**config.mk**
```make
export PLATFORM = sky130hd
export DESIGN_NAME = timer_divider_pair_search_top
export DESIGN_NICKNAME = d
export VERILOG_FILES = /design/src/design/tdps_pkg.sv /design/src/design/tdps_div.sv /design/src/design/timer_divider_pair_search_top.sv
export SDC_FILE = /design/constraint.sdc
export NUM_CORES = 1
export LEC_CHECK = 0
export BUFFER_PORTS_ARGS = -buffer_cell sky130_fd_sc_hd__buf_4
export CAP_MARGIN = 40
export CORE_AREA = 5 5 309 311
export DETAILED_ROUTE_END_ITERATION = 7
export DIE_AREA = 0 0 314 316
export GPL_TIMING_DRIVEN = 0
export SYNTH_ARGS = -nofsm -noshare
export SYNTH_HDL_FRONTEND = slang
export SYNTH_SLANG_ARGS = --single-unit
```
**constraint.sdc**
```tcl
create_clock -name clock -period 8.8 [get_ports clock]
set_input_delay 1.76 -clock clock [delete_from_list [all_inputs] [get_ports clock]]
set_output_delay 1.76 -clock clock [all_outputs]
set_load 0.01 [all_outputs]
```
**src/design/tdps_pkg.sv**
```systemverilog
`timescale 1ns / 1ps
// Shared types and constants for the timer divider pair search block.
// No dependencies; imported by every module of the block.
package tdps_pkg;

   localparam int unsigned DATA_W              = 32;
   localparam int unsigned PRESCALER_W         = 10;
   localparam int unsigned RELOAD_W            = 16;
   localparam int unsigned REQ_TDATA_W         = 32;
   localparam int unsigned RSP_FIELDS_W        = PRESCALER_W + RELOAD_W + DATA_W;
   localparam int unsigned RSP_TDATA_W         = ((RSP_FIELDS_W + 7) / 8) * 8;
   localparam int unsigned RSP_PAD_W           = RSP_TDATA_W - RSP_FIELDS_W;
   localparam int unsigned DIV_CNT_W           = $clog2(DATA_W);

   localparam int unsigned PRESCALER_LIMIT_DEF = 1024;
   localparam logic [DATA_W:0]   RELOAD_LIMIT      = 33'd65536;
   localparam logic [DATA_W-1:0] TIMER_CLOCK_RESET = 32'd84000000;

   typedef enum logic [3:0] {
      ST_IDLE,
      ST_IDEAL_GO,
      ST_IDEAL_WAIT,
      ST_RP1_GO,
      ST_RP1_WAIT,
      ST_MUL,
      ST_FREQ_GO,
      ST_FREQ_WAIT,
      ST_ERR,
      ST_CMP,
      ST_NEXT,
      ST_FINISH
   } search_state_type;

   typedef struct packed {
      logic              start;
      logic [DATA_W-1:0] dividend;
      logic [DATA_W-1:0] divisor;
   } div_req_type;

   typedef struct packed {
      logic              done;
      logic [DATA_W-1:0] quotient;
   } div_rsp_type;

endpackage

```
**src/design/tdps_div.sv**
```systemverilog
`timescale 1ns / 1ps
// Radix-2 restoring divider, one quotient bit per cycle.
// Depends on tdps_pkg for the request and response structs.
module tdps_div (
   input  logic                      clock,
   input  logic                      reset,
   input  tdps_pkg::div_req_type     div_req,
   output tdps_pkg::div_rsp_type     div_rsp
);
   import tdps_pkg::*;

   logic [DATA_W-1:0]    dq_ff, dq_in;
   logic [DATA_W-1:0]    rem_ff, rem_in;
   logic [DATA_W-1:0]    dsr_ff, dsr_in;
   logic [DIV_CNT_W-1:0] cnt_ff, cnt_in;
   logic                 busy_ff, busy_in;
   logic                 done_ff, done_in;

   logic [DATA_W:0]      shifted;
   logic [DATA_W:0]      diff;
   logic                 ge;

   always_comb begin
      shifted = {rem_ff, dq_ff[DATA_W-1]};
      diff    = shifted - {1'b0, dsr_ff};
      ge      = (shifted >= {1'b0, dsr_ff});
   end

   always_comb begin
      dq_in   = dq_ff;
      rem_in  = rem_ff;
      dsr_in  = dsr_ff;
      cnt_in  = cnt_ff;
      busy_in = busy_ff;
      done_in = 1'b0;
      if (div_req.start) begin
         dq_in   = div_req.dividend;
         rem_in  = '0;
         dsr_in  = div_req.divisor;
         cnt_in  = '0;
         busy_in = 1'b1;
      end else if (busy_ff) begin
         // shift one dividend bit into the partial remainder, restore on borrow
         rem_in = ge ? diff[DATA_W-1:0] : shifted[DATA_W-1:0];
         dq_in  = {dq_ff[DATA_W-2:0], ge};
         cnt_in = cnt_ff + DIV_CNT_W'(1);
         if (cnt_ff == DIV_CNT_W'(DATA_W - 1)) begin
            busy_in = 1'b0;
            done_in = 1'b1;
         end
      end
   end

   always_ff @(posedge clock) begin
      if (reset) begin
         busy_ff <= 1'b0;
         done_ff <= 1'b0;
      end else begin
         busy_ff <= busy_in;
         done_ff <= done_in;
      end
   end

   always_ff @(posedge clock) begin
      dq_ff  <= dq_in;
      rem_ff <= rem_in;
      dsr_ff <= dsr_in;
      cnt_ff <= cnt_in;
   end

   assign div_rsp.done     = done_ff;
   assign div_rsp.quotient = dq_ff;

endmodule

```
**src/design/timer_divider_pair_search_top.sv**
```systemverilog
`timescale 1ns / 1ps
// Top level of the timer divider pair search: control sequencer, serial multiplier.
// Depends on tdps_pkg and the shared divider tdps_div.
//
// Usage:
//  - csr_valid/csr_ready/csr_data writes the timer input clock in hertz. Write it
//    only while no search is in flight. Reset loads 84 MHz.
//  - A beat on req_* carries the target update frequency. One search runs at a time;
//    req_tready is high only while the sequencer is idle.
//  - A beat on rsp_* carries prescaler, reload and the resulting frequency; tuser
//    flags that no prescaler gave a reload in range (prescaler and reload are then
//    zero and the frequency is the timer clock itself).
//  - Sequence: one division for the ideal ratio, then for each prescaler tried two
//    divisions on the one shared radix-2 divider, a shift-add multiply and the error,
//    compare and advance steps, or the ratio division alone when the reload is out of
//    range, for up to PRESCALER_LIMIT prescalers (1024 by default). An exact match, or
//    a reload ratio of zero, ends it early.
//  - The result sits in an output register; a new request is taken while it waits.
//    If the receiver stalls, a finished search holds until the register frees up.
//  - Reset clears the sequencer and drops any pending result.
module timer_divider_pair_search_top #(
   parameter int unsigned PRESCALER_LIMIT = tdps_pkg::PRESCALER_LIMIT_DEF
) (
   input  logic                                  clock,
   input  logic                                  reset,
   // configuration write channel
   input  logic                                  csr_valid,
   output logic                                  csr_ready,
   input  logic [tdps_pkg::DATA_W-1:0]           csr_data,      // timer_clock
   // request stream
   input  logic                                  req_tvalid,
   output logic                                  req_tready,
   input  logic [tdps_pkg::REQ_TDATA_W-1:0]      req_tdata,     // [31:0] target_freq
   // response stream
   output logic                                  rsp_tvalid,
   input  logic                                  rsp_tready,
   output logic [tdps_pkg::RSP_TDATA_W-1:0]      rsp_tdata,     // [9:0] prescaler,
                                                                // [25:10] reload,
                                                                // [57:26] actual_freq
   output logic                                  rsp_tuser      // no_fit
);
   import tdps_pkg::*;

   // width of prescaler plus one, which runs 1..PRESCALER_LIMIT
   localparam int unsigned P1W = $clog2(PRESCALER_LIMIT + 1);

   search_state_type state_ff, state_in;

   logic [DATA_W-1:0] clk_ff, clk_in;
   logic [DATA_W-1:0] tgt_ff, tgt_in;
   logic [DATA_W-1:0] ideal_ff, ideal_in;
   logic [P1W-1:0]    pp1_ff, pp1_in;
   logic [DATA_W-1:0] rp1_ff, rp1_in;
   logic [DATA_W-1:0] mcand_ff, mcand_in;
   logic [P1W-1:0]    mplier_ff, mplier_in;
   logic [DATA_W-1:0] prod_ff, prod_in;
   logic [DATA_W-1:0] freq_ff, freq_in;
   logic [DATA_W-1:0] err_ff, err_in;
   logic              found_ff, found_in;
   logic [DATA_W-1:0] best_err_ff, best_err_in;
   logic [P1W-1:0]    best_pp1_ff, best_pp1_in;
   logic [DATA_W-1:0] best_rp1_ff, best_rp1_in;
   logic [DATA_W-1:0] best_freq_ff, best_freq_in;

   logic                   rsp_valid_ff, rsp_valid_in;
   logic [PRESCALER_W-1:0] rsp_presc_ff, rsp_presc_in;
   logic [RELOAD_W-1:0]    rsp_reload_ff, rsp_reload_in;
   logic [DATA_W-1:0]      rsp_freq_ff, rsp_freq_in;
   logic                   rsp_nofit_ff, rsp_nofit_in;

   div_req_type div_req;
   div_rsp_type div_rsp;

   logic                     req_beat;
   logic                     rsp_load;
   logic [P1W+PRESCALER_W-1:0] presc_wide;
   logic [DATA_W-1:0]        reload_wide;

   tdps_div u_div (
      .clock   (clock),
      .reset   (reset),
      .div_req (div_req),
      .div_rsp (div_rsp)
   );

   assign req_tready = (state_ff == ST_IDLE);
   assign req_beat   = req_tvalid && req_tready;
   assign csr_ready  = 1'b1;
   // output register is free when empty or being drained this cycle
   assign rsp_load   = !rsp_valid_ff || rsp_tready;

   // next state
   always_comb begin
      state_in = state_ff;
      case (state_ff)
         ST_IDLE: begin
            if (req_tvalid) begin
               // a zero target cannot fit: report straight away
               state_in = (req_tdata == '0) ? ST_FINISH : ST_IDEAL_GO;
            end
         end
         ST_IDEAL_GO:   state_in = ST_IDEAL_WAIT;
         ST_IDEAL_WAIT: if (div_rsp.done) state_in = ST_RP1_GO;
         ST_RP1_GO:     state_in = ST_RP1_WAIT;
         ST_RP1_WAIT: begin
            if (div_rsp.done) begin
               // a zero reload ratio stays zero for every larger prescaler
               if (div_rsp.quotient == '0)                        state_in = ST_FINISH;
               else if ({1'b0, div_rsp.quotient} > RELOAD_LIMIT)  state_in = ST_NEXT;
               else                                               state_in = ST_MUL;
            end
         end
         ST_MUL:        if (mplier_ff == '0) state_in = ST_FREQ_GO;
         ST_FREQ_GO:    state_in = ST_FREQ_WAIT;
         ST_FREQ_WAIT:  if (div_rsp.done) state_in = ST_ERR;
         ST_ERR:        state_in = ST_CMP;
         ST_CMP:        state_in = (err_ff == '0) ? ST_FINISH : ST_NEXT;
         ST_NEXT: begin
            state_in = (pp1_ff == P1W'(PRESCALER_LIMIT)) ? ST_FINISH : ST_RP1_GO;
         end
         ST_FINISH:     if (rsp_load) state_in = ST_IDLE;
         default:       state_in = ST_IDLE;
      endcase
   end

   // datapath and outputs
   always_comb begin
      clk_in       = clk_ff;
      tgt_in       = tgt_ff;
      ideal_in     = ideal_ff;
      pp1_in       = pp1_ff;
      rp1_in       = rp1_ff;
      mcand_in     = mcand_ff;
      mplier_in    = mplier_ff;
      prod_in      = prod_ff;
      freq_in      = freq_ff;
      err_in       = err_ff;
      found_in     = found_ff;
      best_err_in  = best_err_ff;
      best_pp1_in  = best_pp1_ff;
      best_rp1_in  = best_rp1_ff;
      best_freq_in = best_freq_ff;

      rsp_presc_in  = rsp_presc_ff;
      rsp_reload_in = rsp_reload_ff;
      rsp_freq_in   = rsp_freq_ff;
      rsp_nofit_in  = rsp_nofit_ff;
      rsp_valid_in  = rsp_valid_ff && !rsp_tready;

      div_req.start    = 1'b0;
      div_req.dividend = clk_ff;
      div_req.divisor  = tgt_ff;

      presc_wide  = (P1W + PRESCALER_W)'(best_pp1_ff - P1W'(1));
      reload_wide = best_rp1_ff - DATA_W'(1);

      if (csr_valid) begin
         clk_in = csr_data;
      end

      case (state_ff)
         ST_IDLE: begin
            if (req_beat) begin
               tgt_in   = req_tdata;
               found_in = 1'b0;
               pp1_in   = P1W'(1);
            end
         end
         ST_IDEAL_GO: begin
            div_req.start = 1'b1;
         end
         ST_IDEAL_WAIT: begin
            if (div_rsp.done) ideal_in = div_rsp.quotient;
         end
         ST_RP1_GO: begin
            div_req.start    = 1'b1;
            div_req.dividend = ideal_ff;
            div_req.divisor  = DATA_W'(pp1_ff);
         end
         ST_RP1_WAIT: begin
            if (div_rsp.done) begin
               rp1_in    = div_rsp.quotient;
               mcand_in  = div_rsp.quotient;
               mplier_in = pp1_ff;
               prod_in   = '0;
            end
         end
         ST_MUL: begin
            // shift-add, one multiplier bit a cycle; the product never exceeds the ratio
            if (mplier_ff != '0) begin
               if (mplier_ff[0]) prod_in = prod_ff + mcand_ff;
               mcand_in  = {mcand_ff[DATA_W-2:0], 1'b0};
               mplier_in = mplier_ff >> 1;
            end
         end
         ST_FREQ_GO: begin
            div_req.start    = 1'b1;
            div_req.dividend = clk_ff;
            div_req.divisor  = prod_ff;
         end
         ST_FREQ_WAIT: begin
            if (div_rsp.done) freq_in = div_rsp.quotient;
         end
         ST_ERR: begin
            err_in = (tgt_ff > freq_ff) ? (tgt_ff - freq_ff) : (freq_ff - tgt_ff);
         end
         ST_CMP: begin
            // strictly smaller only, so the lowest prescaler wins a tie
            if (!found_ff || (err_ff < best_err_ff)) begin
               found_in     = 1'b1;
               best_err_in  = err_ff;
               best_pp1_in  = pp1_ff;
               best_rp1_in  = rp1_ff;
               best_freq_in = freq_ff;
            end
         end
         ST_NEXT: begin
            if (pp1_ff != P1W'(PRESCALER_LIMIT)) pp1_in = pp1_ff + P1W'(1);
         end
         ST_FINISH: begin
            if (rsp_load) begin
               rsp_valid_in = 1'b1;
               rsp_nofit_in = !found_ff;
               if (found_ff) begin
                  rsp_presc_in  = presc_wide[PRESCALER_W-1:0];
                  rsp_reload_in = reload_wide[RELOAD_W-1:0];
                  rsp_freq_in   = best_freq_ff;
               end else begin
                  rsp_presc_in  = '0;
                  rsp_reload_in = '0;
                  rsp_freq_in   = clk_ff;
               end
            end
         end
         default: begin
         end
      endcase
   end

   always_ff @(posedge clock) begin
      if (reset) begin
         state_ff     <= ST_IDLE;
         rsp_valid_ff <= 1'b0;
         clk_ff       <= TIMER_CLOCK_RESET;
      end else begin
         state_ff     <= state_in;
         rsp_valid_ff <= rsp_valid_in;
         clk_ff       <= clk_in;
      end
   end

   always_ff @(posedge clock) begin
      tgt_ff        <= tgt_in;
      ideal_ff      <= ideal_in;
      pp1_ff        <= pp1_in;
      rp1_ff        <= rp1_in;
      mcand_ff      <= mcand_in;
      mplier_ff     <= mplier_in;
      prod_ff       <= prod_in;
      freq_ff       <= freq_in;
      err_ff        <= err_in;
      found_ff      <= found_in;
      best_err_ff   <= best_err_in;
      best_pp1_ff   <= best_pp1_in;
      best_rp1_ff   <= best_rp1_in;
      best_freq_ff  <= best_freq_in;
      rsp_presc_ff  <= rsp_presc_in;
      rsp_reload_ff <= rsp_reload_in;
      rsp_freq_ff   <= rsp_freq_in;
      rsp_nofit_ff  <= rsp_nofit_in;
   end

   assign rsp_tvalid = rsp_valid_ff;
   assign rsp_tdata  = {{RSP_PAD_W{1'b0}}, rsp_freq_ff, rsp_reload_ff, rsp_presc_ff};
   assign rsp_tuser  = rsp_nofit_ff;

endmodule

```
Word-level counts from Yosys, hierarchy flattened --
Index checks and enable logic that the tools add are counted.
Operators by class: $lt $le $gt $ge 4, reduce and logical (&&, ||, !) cells 30, bitwise operators 1, multiplexer cells 41, $add $sub $neg 8, eq/ne operators 25
Operators by type and width (number):
- 2-to-1 mux 32 bit | 10
- one-hot mux 32 bit (2 select lines) | 2
- one-hot mux 64 bit (2 select lines) | 1
- zero test 32 bit | 3
- subtractor 32 bit | 3
- one-hot mux 4 bit (12 select lines) | 1
- 2-to-1 mux 11 bit | 4
- one-hot mux 11 bit (2 select lines) | 2
- 2-to-1 mux 4 bit | 10
- >= comparator 33 x 32 -> 1 bit | 1
- adder 32 bit | 1
- greater-than comparator 32 x 17 -> 1 bit (second input constant) | 1
- greater-than comparator 32 bit | 1
- < comparator 32 bit | 1
- equality test 4 x 3 -> 1 bit (second input constant) | 4
- equality test 4 bit (second input constant) | 4
- subtractor 16 x 1 -> 16 bit (second input constant) | 1
- != test 2 bit (second input constant) | 7
- AND reduction 2 bit | 6
- adder 11 x 1 -> 11 bit (second input constant) | 1
- equality test 11 bit (second input constant) | 1
- zero test 11 bit | 1
- != test 11 bit (second input constant) | 1
- nonzero test 11 bit | 1
- 18 further kinds | 41
Word-level totals: input bits 69, flip-flop bits (word level) 520, word-level logic and storage cells 136, output and inout port bits 68

Logic depth before layout (Yosys ltp) --
Gate-level depths: netlist (run 1).
depth in word-level cells 5, gate-level depth with buffers 14, gate-level depth less buffers 13

Cells and area by module --
A second synthesis (run 1) with hierarchy kept.
Unflattened totals: cell total of the unflattened synthesis 2465, area total of the unflattened synthesis 27634.0 µm²
Modules (own cells, without submodules):
- timer_divider_pair_search_top | area each 21637.0 µm², times used 1, seq. area each 12151.7 µm², cells each 1875
- tdps_div | area each 5997.0 µm², times used 1, seq. area each 2702.6 µm², cells each 590

Worst setup path before layout (run 1) --
Ideal clock, no wire load.
path kind flip-flop to flip-flop, start point reg err_ff[9], end point reg found_ff (enable), stages on the path, launching flop included 11, period minus slack after synthesis 7223 ps, path slack 1577 ps, path buffers 0, setup time 313 ps, arrival time 6910 ps, data required time 8487 ps, path through edfxtp_1 ha_1 a21o_1 a21o_1 a21o_1 a21o_1 a211o_1 a221oi_1 o31ai_1 a21oi_1 or2_2
Between the ends: cells in the longest elaborated chain, start to end 4
Ends and longest elaborated chain:
- from (decl) | RTL line timer_divider_pair_search_top.sv:58 | logic [DATA_W-1:0] err_ff, err_in;
- from (signal assigned) | RTL line timer_divider_pair_search_top.sv:261 | err_ff <= err_in;
- < comparator 32 bit | RTL line timer_divider_pair_search_top.sv:209 | if (!found_ff || (err_ff < best_err_ff)) begin
- logical OR 1 bit | RTL line timer_divider_pair_search_top.sv:209
- != test 2 bit (no source line)
- AND reduction 3 bit (no source line)
- to (signal assigned) | RTL line timer_divider_pair_search_top.sv:262 | found_ff <= found_in;
- to (decl) | RTL line timer_divider_pair_search_top.sv:59 | logic found_ff, found_in;
Every way passes these cells. A chain may end at the register's enable or synchronous reset.

Final worst setup path (run 1) --
start point reg tgt_ff[4], end point reg err_ff[28] (data pin)
Between the ends: cells in the longest elaborated chain, start to end 2, elaborated cells between the ends (all ways) 4, classes of those cells add/sub: 2; order compare: 1; mux: 1
Ends and longest elaborated chain:
- from (decl) | RTL line timer_divider_pair_search_top.sv:50 | logic [DATA_W-1:0] tgt_ff, tgt_in;
- from (signal assigned) | RTL line timer_divider_pair_search_top.sv:253 | tgt_ff <= tgt_in;
- subtractor 32 bit / greater-than comparator 32 bit (equally long branches) | RTL line timer_divider_pair_search_top.sv:205 | err_in = (tgt_ff > freq_ff) ? (tgt_ff - freq_ff) : (freq_ff - tgt_ff);
- 2-to-1 mux 32 bit * | RTL line timer_divider_pair_search_top.sv:205
Every way passes the cells marked *; elsewhere a longest branch is shown, timed or not.

==> results.md, run 1 <==
Drt:
- The average via count per standard cell is between 5 and 6.
- The number of iterations in the first detailed-routing pass is 6.
- Once detail routing completed, the nets flagged for antenna violations numbered 0.
- For this block, the routed nets add up to between 80,000 and 90,000 um of wire.
- The overall via count from detail_route is 19,998.
- The detail-routed net length per standard cell is 20.5 um.
- For this block, the initial DRC count from the detailed router was approximately 1,700.
- After detailed routing, the number of remaining DRC violations is 0.

Clocking:
- Gates resized during post-CTS repair numbered 0.
- After clock tree synthesis, the setup repair step added 0 buffers.
- The level count of the clock H-tree is 2.
- The clock buffer count from CTS is 56.
- No sink is reached through more buffers than the 3 on the longest clock path.
- The number of buffers inserted by hold repair at cts is 0.
- The clock tree root driver cell is sky130_fd_sc_hd__clkbuf_16.
- TritonCTS built the clock tree.
- The number of sinks on the clock net is 520.
- The clock latency on the worst-skew pair is 0.66 ns.
- The clock transition at the registers of the reported paths is roughly 0.060 ns.

Placed design:
- The quantity of I/O buffers inserted on ports is between 100 and 150.
- Once placement finished, the instance area stood at between 0.03 and 0.04 mm2.
- The placer congestion estimate is 0.966.
- Once placement completed, the tool counted placed cells totaling 3,865.
- Detailed placement finished with a half-perimeter wire length of 62,600 um.
- Prior to clock tree synthesis, the placed netlist has a worst setup slack of 4.94 ns.

Outcome:
- The run finished with clean final reports.

Timing:
- The final number of max-transition violations is 0.
- Setup violations remaining at the end of the flow were counted as 0.
- Setup repair after global routing left no endpoint under its margin.
- Across all setup checks in the final design, the least slack found is 4.79 ns.
- The smallest clock period supported by the final layout is computed as ~4.0 ns.
- The fmax is between 0.2 and 0.25 GHz.
- Dividing the final minimum period by the clock period gives 0.455.
- For the pin with the worst max-slew slack, the measured transition is 1.09 ns.
- The relative max-transition margin is 0.271.
- The post-route worst hold slack is roughly 0.42 ns.
- The final hold violation count is 0.
- Between clock sinks in the finished design, the worst skew comes to about 0.076 ns.

Logic synthesis:
- The count of mapped cells out of synthesis is 2,510.
- Synthesis inferred 520 register bits.
- Of all cell types, the one taking the most synthesized area is sky130_fd_sc_hd__edfxtp_1.
- The async set-or-reset flop fraction in the synthesized netlist is 0.
- The post-synth design cell area is 0.0275 mm2.
- Dividing the synthesized area by the synthesized cell count gives 10.9 um2.
- The top cell type's share of synthesized area is 0.485.
- The number of synthesized flops with an enable pin is 444.
- The synthesized netlist contains 84 unique library cells.
- Among all flip-flop cells after synthesis, the most frequent one is sky130_fd_sc_hd__edfxtp_1.
- The number of warnings printed during yosys synthesis is 0.
- The portion of the post-synthesis area used by sequential elements is 0.541.
- By area the synthesized netlist is led by sky130_fd_sc_hd__edfxtp_1, sky130_fd_sc_hd__ha_1, sky130_fd_sc_hd__dfxtp_1, sky130_fd_sc_hd__nand2_1, sky130_fd_sc_hd__mux2i_1.

Floorplan:
- The floorplan step set the die height to 316 um.
- The count of pins on the block boundary is 137.
- The floorplan step defined a die boundary enclosing 0.0992 mm2.
- The core area is 0.0925 mm2.
- The number of core rows is 112.
- The effective utilization at floorplan is 0.297.
- The width of the die is 314 um.

Global routing:
- The initial antenna violation count is 2.
- The pin count of the biggest net entering global routing is 35.
- The number of global-route vias before repair came to 19,251.
- Global routing finished with a remaining overflow of 0.
- The first global-routing pass estimated 121,000 um of wire.
- The global-route usage over all layers is 0.159.

Worst setup path:
- The launching element type of the critical path is a flop.
- The required arrival time at the worst endpoint is 9.14 ns.
- The data arrival time of the critical path is 4.34 ns.
- Of all nets on the critical path, the largest fanout is 10.
- The category of the most critical setup path is flop to flop.
- The kind of end point of the critical path is a flop.

Layout:
- The filler cells instantiated in the layout total 9,258.
- The layout net count is 2,964.
- In the layout the commonest cells are sky130_fd_sc_hd__edfxtp_1, sky130_fd_sc_hd__nand2_1, sky130_fd_sc_hd__nor2_1.
- The synthesis-to-finish area growth is 17.5%.
- Excluding fillers, the count of instances in the completed layout stands at 3,973.
- The library cell used most frequently in the layout, excluding fill and tap cells, is sky130_fd_sc_hd__edfxtp_1.
- The summed area of non-filler cells in the final layout is 0.0323 mm2.
- The fraction of final layout cells sized beyond drive strength 1 is 0.129.

Pwr:
- Dividing total power by cell area gives a power density of 276 mW/mm2.
- The maximum ir drop on the vdd rail is 184 uV.
- The leakage power of the design is 12.6 nW.
- The overall power after layout is roughly 8.9 mW.

Worst hold path:
- The class of the tightest hold or removal check is flop to flop.

Flow run:
- The tool flagged a number of max-cap violations equal to 0.
[sequential cells by signal, indices dropped and copies added, names as in the netlist, 10 cells and up]
register and flops:
best_err_ff 32, best_freq_ff 32, clk_ff 32, err_ff 32
freq_ff 32, ideal_ff 32, mcand_ff 32, prod_ff 32
rsp_freq_ff 32, tgt_ff 32, u_div.dq_ff 32, u_div.dsr_ff 32
u_div.rem_ff 32, best_rp1_ff 16, rp1_ff 16, rsp_reload_ff 16
mplier_ff 11, pp1_ff 11, best_pp1_ff 10, rsp_presc_ff 10
[synthesized netlist by cell type (all sizes together) (4+ instances only)]
cell / count
a211oi: 29
a311oi: 5
a2111oi: 4
inv: 166
mux2: 34
ha: 163
a21o: 62
nand2b: 26
buf: 47
o21ai: 140
nor3: 36
fa: 4
and3: 13
nand3: 35
o31ai: 7
nor2: 181
nand3b: 5
o21a: 16
edfxtp: 444
mux2i: 87
o211ai: 13
xnor2: 63
a21oi: 173
nor2b: 26
o221ai: 7
a221oi: 7
dfxtp: 76
a22oi: 15
nand2: 291
o41ai: 7
nor3b: 5
clkbuf: 69
or3: 9
a211o: 15
a22o: 22
and4: 4
xor2: 50
and2: 9
or2: 6
o21bai: 15
nor4: 37
a31oi: 14
nand4: 31
[where the power goes]
part           switching [mW]  internal [mW]
logic                    1.86           1.11
registers               0.337           3.19
clock network            1.05           1.36
[path summary, 6_finish.rpt]
| path | start | endpoint | slack [ns] | cells after the start |
|---|---|---|---|---|
| worst min register to register | rp1_ff[15] | best_rp1_ff[15] | 0.42 | 0 |
| worst max register to register | tgt_ff[4] | err_ff[28] | 4.79 | 12 |
| worst min-delay path | rp1_ff[15] | best_rp1_ff[15] | 0.42 | 0 |
| worst max-delay path | tgt_ff[4] | err_ff[28] | 4.79 | 12 |
[cell families (layout without fill, tap and decap cells)]
| family | Yosys count | after routing | share of synthesized area |
|---|---|---|---|
| simple gates | 721 | 721 | 0.120 |
| compound gates | 583 | 583 | 0.138 |
| flops | 520 | 520 | 0.541 |
| buf+inv | 283 | 543 | 0.0424 |
| fa+ha+maj | 167 | 167 | 0.0771 |
| mux | 121 | 121 | 0.0456 |
| xor+xnor | 113 | 113 | 0.0360 |
| other cells | 2 | 8 | 0.000273 |
[stage by stage]
stage,utilization,TNS (ns)
final,0.349,0
after global routing,0.349,0
after CTS,0.349,0
after detailed placement,0.328,0
after global placement,0.324,-82.27
after floorplan,-,0
[routing by layer]
layer,share of wire,global-route usage
met5,0,0
met1,0.44,0.218
met3,0.098,0.0509
met2,0.44,0.245
met4,0.024,0.0383
[worst max-delay path, stage by stage, from the launching register on]
cell and delay (ns):
sky130_fd_sc_hd__edfxtp_1 0.51, sky130_fd_sc_hd__inv_1 0.08, sky130_fd_sc_hd__ha_1 0.29, sky130_fd_sc_hd__buf_2 0.17
sky130_fd_sc_hd__nand4_1 0.19, sky130_fd_sc_hd__a21oi_1 0.11, sky130_fd_sc_hd__o41ai_1 0.73, sky130_fd_sc_hd__a211oi_1 0.30
sky130_fd_sc_hd__o21ai_4 0.42, sky130_fd_sc_hd__buf_2 0.37, sky130_fd_sc_hd__a31oi_1 0.12, sky130_fd_sc_hd__a21oi_1 0.27
sky130_fd_sc_hd__xnor2_1 0.11
[area by class of cell]
| cell class | instances | area [um2] | share of cell area |
|---|---|---|---|
| flip-flops and latches | 520 | 14900 | 0.460 |
| multi-input cells | 1712 | 11500 | 0.357 |
| clock buffers | 76 | 1570 | 0.0486 |
| well taps | 1197 | 1500 | 0.0464 |
| repair buffers | 155 | 1340 | 0.0416 |
| inverters | 167 | 627 | 0.0194 |
| plain buffers | 116 | 541 | 0.0167 |
| clock inverters | 29 | 330 | 0.0102 |
| diodes | 1 | 2.50 | 0.0000775 |
Power figures use the tool's default switching activity.
==> inputs of run 2 (changes only) <==
clock period = 4.1 ns   (was 8.8 ns; I/O delays follow)
==> results.md, run 2 (synthesis results as in run 1) <==
Outcome:
- The flow ran to the end, and the final reports show no timing, DRC or antenna violations.

Drt:
- The total DRC errors in the routed layout came to 0 (unchanged).
- The average via count per standard cell is 5.04 (+0.17%).
- The residual antenna-violating net count after detailed routing is 0 (unchanged).
- The overall via count from detail_route came to 20,012 (+0.070%).
- The number of iterations in the first detailed-routing pass is 6 (unchanged).
- The routed wire length is 81,300 um (-0.14%).
- The detail-routed net length per standard cell is 20.5 um (about the same).
- The number of DRC markers after the initial detailed-route iteration was 2,044 (+21%).

Floorplan:
- The width of the die is 314 um (unchanged).
- The number of core rows is 112 (unchanged).
- The count of pins on the block boundary is 137 (unchanged).
- The core area is 0.0925 mm2 (unchanged).
- The floorplan die height is 316 um (unchanged).
- The effective utilization at floorplan came to 0.297 (unchanged).
- The die area is 0.0992 mm2 (unchanged).

Layout:
- The fraction of final layout cells sized beyond drive strength 1 is 0.129 (-0.000175).
- The layout net count is 2,963 (-0.034%).
- The number of standard cells in the final layout excluding fillers is 3,969 (-0.10%).
- The synthesis-to-finish area growth is 17.3%.
- The library cell used most frequently in the layout, excluding fill and tap cells, is sky130_fd_sc_hd__edfxtp_1.
- The layout filler cell count is 9,253 (-0.054%).
- The library cells used most frequently in the layout, excluding fill and tap cells, are sky130_fd_sc_hd__edfxtp_1, sky130_fd_sc_hd__nand2_1, sky130_fd_sc_hd__nor2_1.

Placed design:
- The placer congestion estimate is 0.909 (-5.9%).
- The HPWL reported at the end of detailed placement is 63,300 um (+1.1%).
- The number of cells in the design after placement is 3,868 (+0.078%).
- The quantity of I/O buffers inserted on ports is 128 (unchanged).

Global routing:
- The pin count of the biggest net entering global routing is 34 (-2.9%).
- The total grt overflow came to 0 (unchanged).
- The global-route usage over all layers was 0.158 (-0.000269).
- The number of global-route vias before repair was 18,871 (-2.0%).
- The wire length of the first global-routing pass is 121,000 um (-0.24%).
- The initial antenna violation count is 1 (-1).

Timing:
- The relative max-transition margin is 0.449 (+0.179).
- The fmax was 0.268 GHz (+7.2%).
- The final count of negative-setup-slack endpoints is 0 (unchanged).
- The part of the cycle the worst path needs was 0.912 (+0.457).
- The post-route worst hold slack came to 0.375 ns (-0.0409 ns).
- The final hold violation count came to 0 (unchanged).
- The final number of max-transition violations is 0 (unchanged).
- Setup repair after global routing left no endpoint under its margin.
- The measured slew at the worst slew-check pin is 0.817 ns (-0.277 ns).
- The clock skew is 0.0438 ns (-0.0324 ns).
- The final critical-path required period came to 3.74 ns (-0.268 ns).

Worst setup path:
- The data arrival time of the critical path is 4.07 ns (-0.27 ns).
- The largest fanout of any net on the critical path is 5 (-5).
- The critical path is of the flop to flop type.
- The kind of end point of the critical path is a flop.
- The cell count of the worst reg-to-reg path is 11 (-1).
- The required arrival time at the worst endpoint was 4.43 ns (-4.71 ns).
- The capturing point of the worst reg2reg path is err_ff[25].
- The startpoint identified for the worst register-to-register timing path is tgt_ff[1].
- STA classifies the critical path startpoint as a flop.
- The worst reg-to-reg setup slack was 0.36 ns (-4.43 ns).

Pwr:
- The sequential group share of total power was 0.399 (+0.003).
- The maximum ir drop on the vdd rail is 299 uV (+62%).
- The leakage power of the design is 12.6 nW (-0.19%).
- The power density normalized to cell area was 588 mW/mm2 (+110%).
- The switching power as a share of total power is 0.366 (+0.00206).
- The overall power after layout is 18.9 mW (+110%).
- The net switching power of the design is 6.94 mW (+110%).
- The part of the power in the clock network is 0.261 (-0.009).
- The cell internal power dissipation is 12.0 mW (+110%).
- The part of the total power dissipated in combinational logic is 0.339 (+0.006).

Clocking:
- The level count of the clock H-tree came to 2 (unchanged).
- The cell sitting at the root of the clock tree is a sky130_fd_sc_hd__clkbuf_16.
- The maximum clock path buffer count came to 3 (unchanged).
- The clock transition at the registers of the reported paths is 0.06 ns (about the same).
- The clock latency on the worst-skew pair is 0.63 ns (-0.03 ns).
- The number of sinks on the clock net came to 520 (unchanged).
- TritonCTS built the clock tree.
- The clock buffer count from CTS came to 54 (-3.6%).

Worst hold path:
- The worst hold path terminates at tgt_ff[4].
- The start point of the worst min-delay path is req_tdata[4].
- The class of the tightest hold or removal check is primary input to flop.
- The depth of the worst hold-timing path came to 1 (+1).

Flow run:
- The count of maximum capacitance violations was 0 (unchanged).
## run 2: changes by cell type in the layout (fill, tap and decap cells not counted), sizes merged
cell | before | now
clkinvlp | 5 | 4
clkdlybuf4s15 | 0 | 1
bufinv | 3 | 2
clkinv | 20 | 18
inv | 168 | 172
clkbuf | 145 | 140
## run 2: area by class of cell
| class | instances | area (um2) | share of cell area |
|---|---|---|---|
| buffer | 116 | 541 | 0.0168 |
| multi-input combinational | 1712 | 11500 | 0.358 |
| antenna | 1 | 2.50 | 0.0000777 |
| clock inverter | 29 | 300 | 0.00932 |
| inverter | 167 | 627 | 0.0195 |
| clock buffer | 71 | 1500 | 0.0465 |
| tap | 1197 | 1500 | 0.0465 |
| timing repair buffer | 156 | 1370 | 0.0424 |
| sequential | 520 | 14900 | 0.461 |
## run 2: power groups by stage
stage	Sequential [mW]	Clock, mW	Combinational (mW)
after floorplan	7.31	0	4.52
after global placement	7.68	0	6.19
after detailed placement	7.66	0	6.35
after CTS	7.55	5.08	6.38
after global routing	7.63	5.28	7.06
final	7.56	4.95	6.42
## run 2: per-layer routing
metal | up-vias | GRT usage | part of all wire
met5 | - | 0 | 0
met4 | 0 | 0.0305 | 0.016
met3 | 71 | 0.0286 | 0.081
met2 | 688 | 0.251 | 0.45
met1 | 9678 | 0.230 | 0.46
li1 | 9575 | - | -
## run 2: worst max-delay path by stage
stage	from	end	cells after the start
after floorplan	err_ff[9]	found_ff	10
after global placement	rsp_tready	rsp_presc_ff[5]	3
after detailed placement	tgt_ff[4]	err_ff[30]	12
after CTS	tgt_ff[4]	err_ff[30]	12
after global routing	tgt_ff[27]	err_ff[24]	13
final	tgt_ff[1]	err_ff[25]	11
## run 2: worst max-delay path, cell delays in order, from the launching register on
cell and delay [ns]:
sky130_fd_sc_hd__edfxtp_1 0.55, sky130_fd_sc_hd__inv_1 0.14, sky130_fd_sc_hd__ha_1 0.34, sky130_fd_sc_hd__nand2b_1 0.11
sky130_fd_sc_hd__a21oi_1 0.10, sky130_fd_sc_hd__o41ai_1 0.43, sky130_fd_sc_hd__o21ai_1 0.29, sky130_fd_sc_hd__a211oi_1 0.52
sky130_fd_sc_hd__o21ai_0 0.33, sky130_fd_sc_hd__a211oi_1 0.28, sky130_fd_sc_hd__o21ba_2 0.19, sky130_fd_sc_hd__xnor2_1 0.14
## run 2: what timing repair did
action / CTS / global route
hold buffers: 0 / 0
setup endpoints to repair: 0 / 1
buffers inserted: 0 / 0
resized for setup: 0 / 1
endpoints found under the hold margin: 0 / 0
## run 2: stage by stage
step                 util  instance area (um2)  worst slack, ns  TNS (ns)
global placement    0.324                30000            -1.64   -220.37
global route        0.348                32200            0.159         0
detailed placement  0.329                30400            0.360         0
floorplan               -                27500          0.00558         0
finish              0.348                32200            0.362         0
CTS                 0.348                32200            0.282         0
==> inputs of run 3 (changes only) <==
BUFFER_PORTS_ARGS = not set   (was -buffer_cell sky130_fd_sc_hd__buf_4)
DONT_BUFFER_PORTS = 1   (was not set)
==> results.md, run 3 (synthesis results as in run 1) <==
Worst setup path:
- The category of the most critical setup path is flop to flop.
- The largest fanout of any net on the critical path is 6 (+1).
- The source of the worst register-to-register timing path is tgt_ff[1].
- The kind of end point of the critical path is a flop.
- In this run the critical register-to-register path is captured at err_ff[31].
- The worst reg-to-reg setup slack came to 0.26 ns (-0.10 ns).
- The data arrival time of the critical path is 4.22 ns (+0.15 ns).
- The cell count of the worst reg-to-reg path is 11 (unchanged).
- STA classifies the critical path startpoint as a flop.
- The required arrival time at the worst endpoint is 4.49 ns (+0.06 ns).

Timing:
- The final number of max-transition violations came to 0 (unchanged).
- The measured slew at the worst slew-check pin is 0.911 ns (+0.0937 ns).
- The post-route worst hold slack is 0.273 ns (-0.102 ns).
- Setup repair after global routing left no endpoint under its margin.
- The final count of negative-setup-slack endpoints is 0 (unchanged).
- The final critical-path required period came to 3.84 ns (+0.0988 ns).
- The clock skew is 0.0533 ns (+0.00948 ns).
- The part of the cycle the worst path needs is 0.936 (+0.0241).
- The fmax is 0.261 GHz (-2.6%).
- The relative max-transition margin is 0.393 (-0.0565).
- The final hold violation count is 0 (unchanged).

Flow run:
- The count of maximum capacitance violations is 0 (unchanged).

Drt:
- The total DRC errors in the routed layout was 0 (unchanged).
- The overall via count from detail_route is 19,609 (-2.0%).
- The number of iterations in the first detailed-routing pass was 7 (+1).
- The routed wire length came to 79,200 um (-2.5%).
- The number of DRC markers after the initial detailed-route iteration is 2,025 (-0.93%).
- The average via count per standard cell is 5.10 (+1.1%).
- The residual antenna-violating net count after detailed routing is 0 (unchanged).
- The detail-routed net length per standard cell is 20.6 um (+0.57%).

Global routing:
- The pin count of the biggest net entering global routing came to 33 (-2.9%).
- The initial antenna violation count is 0 (-1).
- The global-route usage over all layers is 0.154 (-0.00482).
- The wire length of the first global-routing pass is 117,000 um (-2.6%).
- The total grt overflow came to 0 (unchanged).
- The number of global-route vias before repair is 18,624 (-1.3%).

Clocking:
- The clock buffer count from CTS is 57 (+5.6%).
- The buffers inserted during post-CTS setup optimization is 0 (unchanged).
- The number of buffers inserted by hold repair at cts is 0 (unchanged).
- The clock latency on the worst-skew pair is 0.65 ns (+0.02 ns).
- The clock tree root driver cell is sky130_fd_sc_hd__clkbuf_16.
- The number of sinks on the clock net is 520 (unchanged).
- The count of instances resized after the clock tree is built is 0 (unchanged).
- The level count of the clock H-tree is 2 (unchanged).
- The maximum clock path buffer count was 3 (unchanged).
- The TritonCTS clock tree is built.
- The clock transition at the registers of the reported paths is 0.06 ns (about the same).

Worst hold path:
- The start point of the worst min-delay path is req_tdata[12].
- The depth of the worst hold-timing path is 0 (-1).
- The endpoint with the worst hold slack is tgt_ff[12].
- The worst hold path belongs to the class primary input to flop.

Layout:
- The synthesis-to-finish area growth is 14.6%.
- The library cells used most frequently in the layout, excluding fill and tap cells, are sky130_fd_sc_hd__edfxtp_1, sky130_fd_sc_hd__nand2_1, sky130_fd_sc_hd__nor2_1.
- The number of antenna repair diodes is 0 (-1).
- The layout filler cell count came to 9,185 (-0.73%).
- The area taken by flip-flops and latches was 0.0149 mm2 (unchanged).
- The footprint of the multi-input gates is 0.0115 mm2 (+0.12%).
- The layout net count was 2,838 (-4.2%).
- The summed area of non-filler cells in the final layout is 0.0315 mm2 (-2.2%).
- The final core utilization is 0.341 (-0.00778).
- The fraction of final layout cells sized beyond drive strength 1 came to 0.0891 (-0.0398).
- The library cell used most frequently in the layout, excluding fill and tap cells, is sky130_fd_sc_hd__edfxtp_1.

Placed design:
- The HPWL reported at the end of detailed placement is 61,000 um (-3.7%).
- The placer congestion estimate is 0.926 (+1.8%).
- The instance area after placement is 0.0295 mm2 (-3.1%).
- The quantity of I/O buffers inserted on ports was 0 (-100%).

Pwr:
- The power density normalized to cell area came to 615 mW/mm2 (+4.7%).
- The leakage power of the design came to 12.1 nW (-3.9%).
- The maximum ir drop on the vdd rail was 410 uV (+37%).

Outcome:
- The flow ran to the end, and the final reports show no timing, DRC or antenna violations.

Floorplan:
- The core area is 0.0925 mm2 (unchanged).
- The count of pins on the block boundary was 137 (unchanged).
- The width of the die is 314 um (unchanged).
- The die area is 0.0992 mm2 (unchanged).
- The floorplan die height was 316 um (unchanged).
- The number of core rows is 112 (unchanged).
- The effective utilization at floorplan is 0.297 (unchanged).
## run 3: cell count changes in the layout (fill, tap and decap cells not counted), moves of 2 or more
| cell | delta |
|---|---|
| sky130_fd_sc_hd__clkbuf_16 | +3 |
| sky130_fd_sc_hd__buf_8 | -2 |
| sky130_fd_sc_hd__clkbuf_1 | -3 |
| sky130_fd_sc_hd__inv_6 | -2 |
| sky130_fd_sc_hd__clkinv_1 | +4 |
| sky130_fd_sc_hd__buf_4 | -130 |
| sky130_fd_sc_hd__clkinv_2 | +5 |
| sky130_fd_sc_hd__buf_6 | +3 |
| sky130_fd_sc_hd__bufinv_16 | +6 |
| sky130_fd_sc_hd__clkinv_4 | -2 |
## run 3: layer usage
| metal | wire (um) | track usage | vias to the layer above |
|---|---|---|---|
| li1 | - | - | 9331 |
| met1 | 37300 | 0.227 | 9544 |
| met2 | 34700 | 0.236 | 644 |
| met3 | 5740 | 0.0269 | 90 |
| met4 | 1530 | 0.0343 | 0 |
| met5 | 0 | 0 | - |
## run 3: report_power, final
part	internal (mW)	leakage (nW)	switching, mW
combinational	2.35	6.37	3.96
sequential	6.85	4.73	0.760
clock	3.21	0.981	2.24
## run 3: worst max-delay path by stage
| stage | from | endpoint | slack [ns] | cells after the start |
|---|---|---|---|---|
| after floorplan | err_ff[9] | found_ff | 0.006 | 10 |
| after global placement | rsp_tready | rsp_presc_ff[4] | -1.47 | 2 |
| after detailed placement | tgt_ff[4] | err_ff[24] | 0.27 | 13 |
| after CTS | tgt_ff[4] | err_ff[17] | 0.19 | 11 |
| after global routing | tgt_ff[1] | err_ff[7] | 0.13 | 12 |
| final | tgt_ff[1] | err_ff[31] | 0.26 | 11 |
## run 3: cell type report
cell class,instances,share of cell area
Multi-Input combinational cell,1712,0.367
Timing Repair Buffer,28,0.0132
Tap cell,1197,0.0476
Sequential cell,520,0.472
Clock buffer,70,0.0491
Buffer,116,0.0172
Clock inverter,37,0.0149
Inverter,167,0.0199
## run 3: critical path: stages, from the launching register on
cell                       delay (ns)
sky130_fd_sc_hd__edfxtp_1        0.63
sky130_fd_sc_hd__inv_1           0.16
sky130_fd_sc_hd__ha_1            0.35
sky130_fd_sc_hd__nor2b_1         0.16
sky130_fd_sc_hd__o31a_1          0.27
sky130_fd_sc_hd__o41ai_2         0.33
sky130_fd_sc_hd__o21ai_1         0.29
sky130_fd_sc_hd__a2111o_1        0.49
sky130_fd_sc_hd__a31oi_1         0.44
sky130_fd_sc_hd__nor2b_1         0.10
sky130_fd_sc_hd__o31ai_1         0.26
sky130_fd_sc_hd__xnor2_1         0.10
## run 3: per-stage QoR
stage / std cells / total power, mW / worst slack (ns) / TNS (ns)
6_report: 3847 / 19.4 / 0.263 / 0
2_1_floorplan: 2515 / 11.8 / 0.00558 / 0
3_5_place_dp: 3739 / 13.9 / 0.274 / 0
3_3_place_gp: 3712 / 13.8 / -1.47 / -277.56
5_1_grt: 3847 / 20.4 / 0.126 / 0
4_1_cts: 3846 / 19.4 / 0.191 / 0
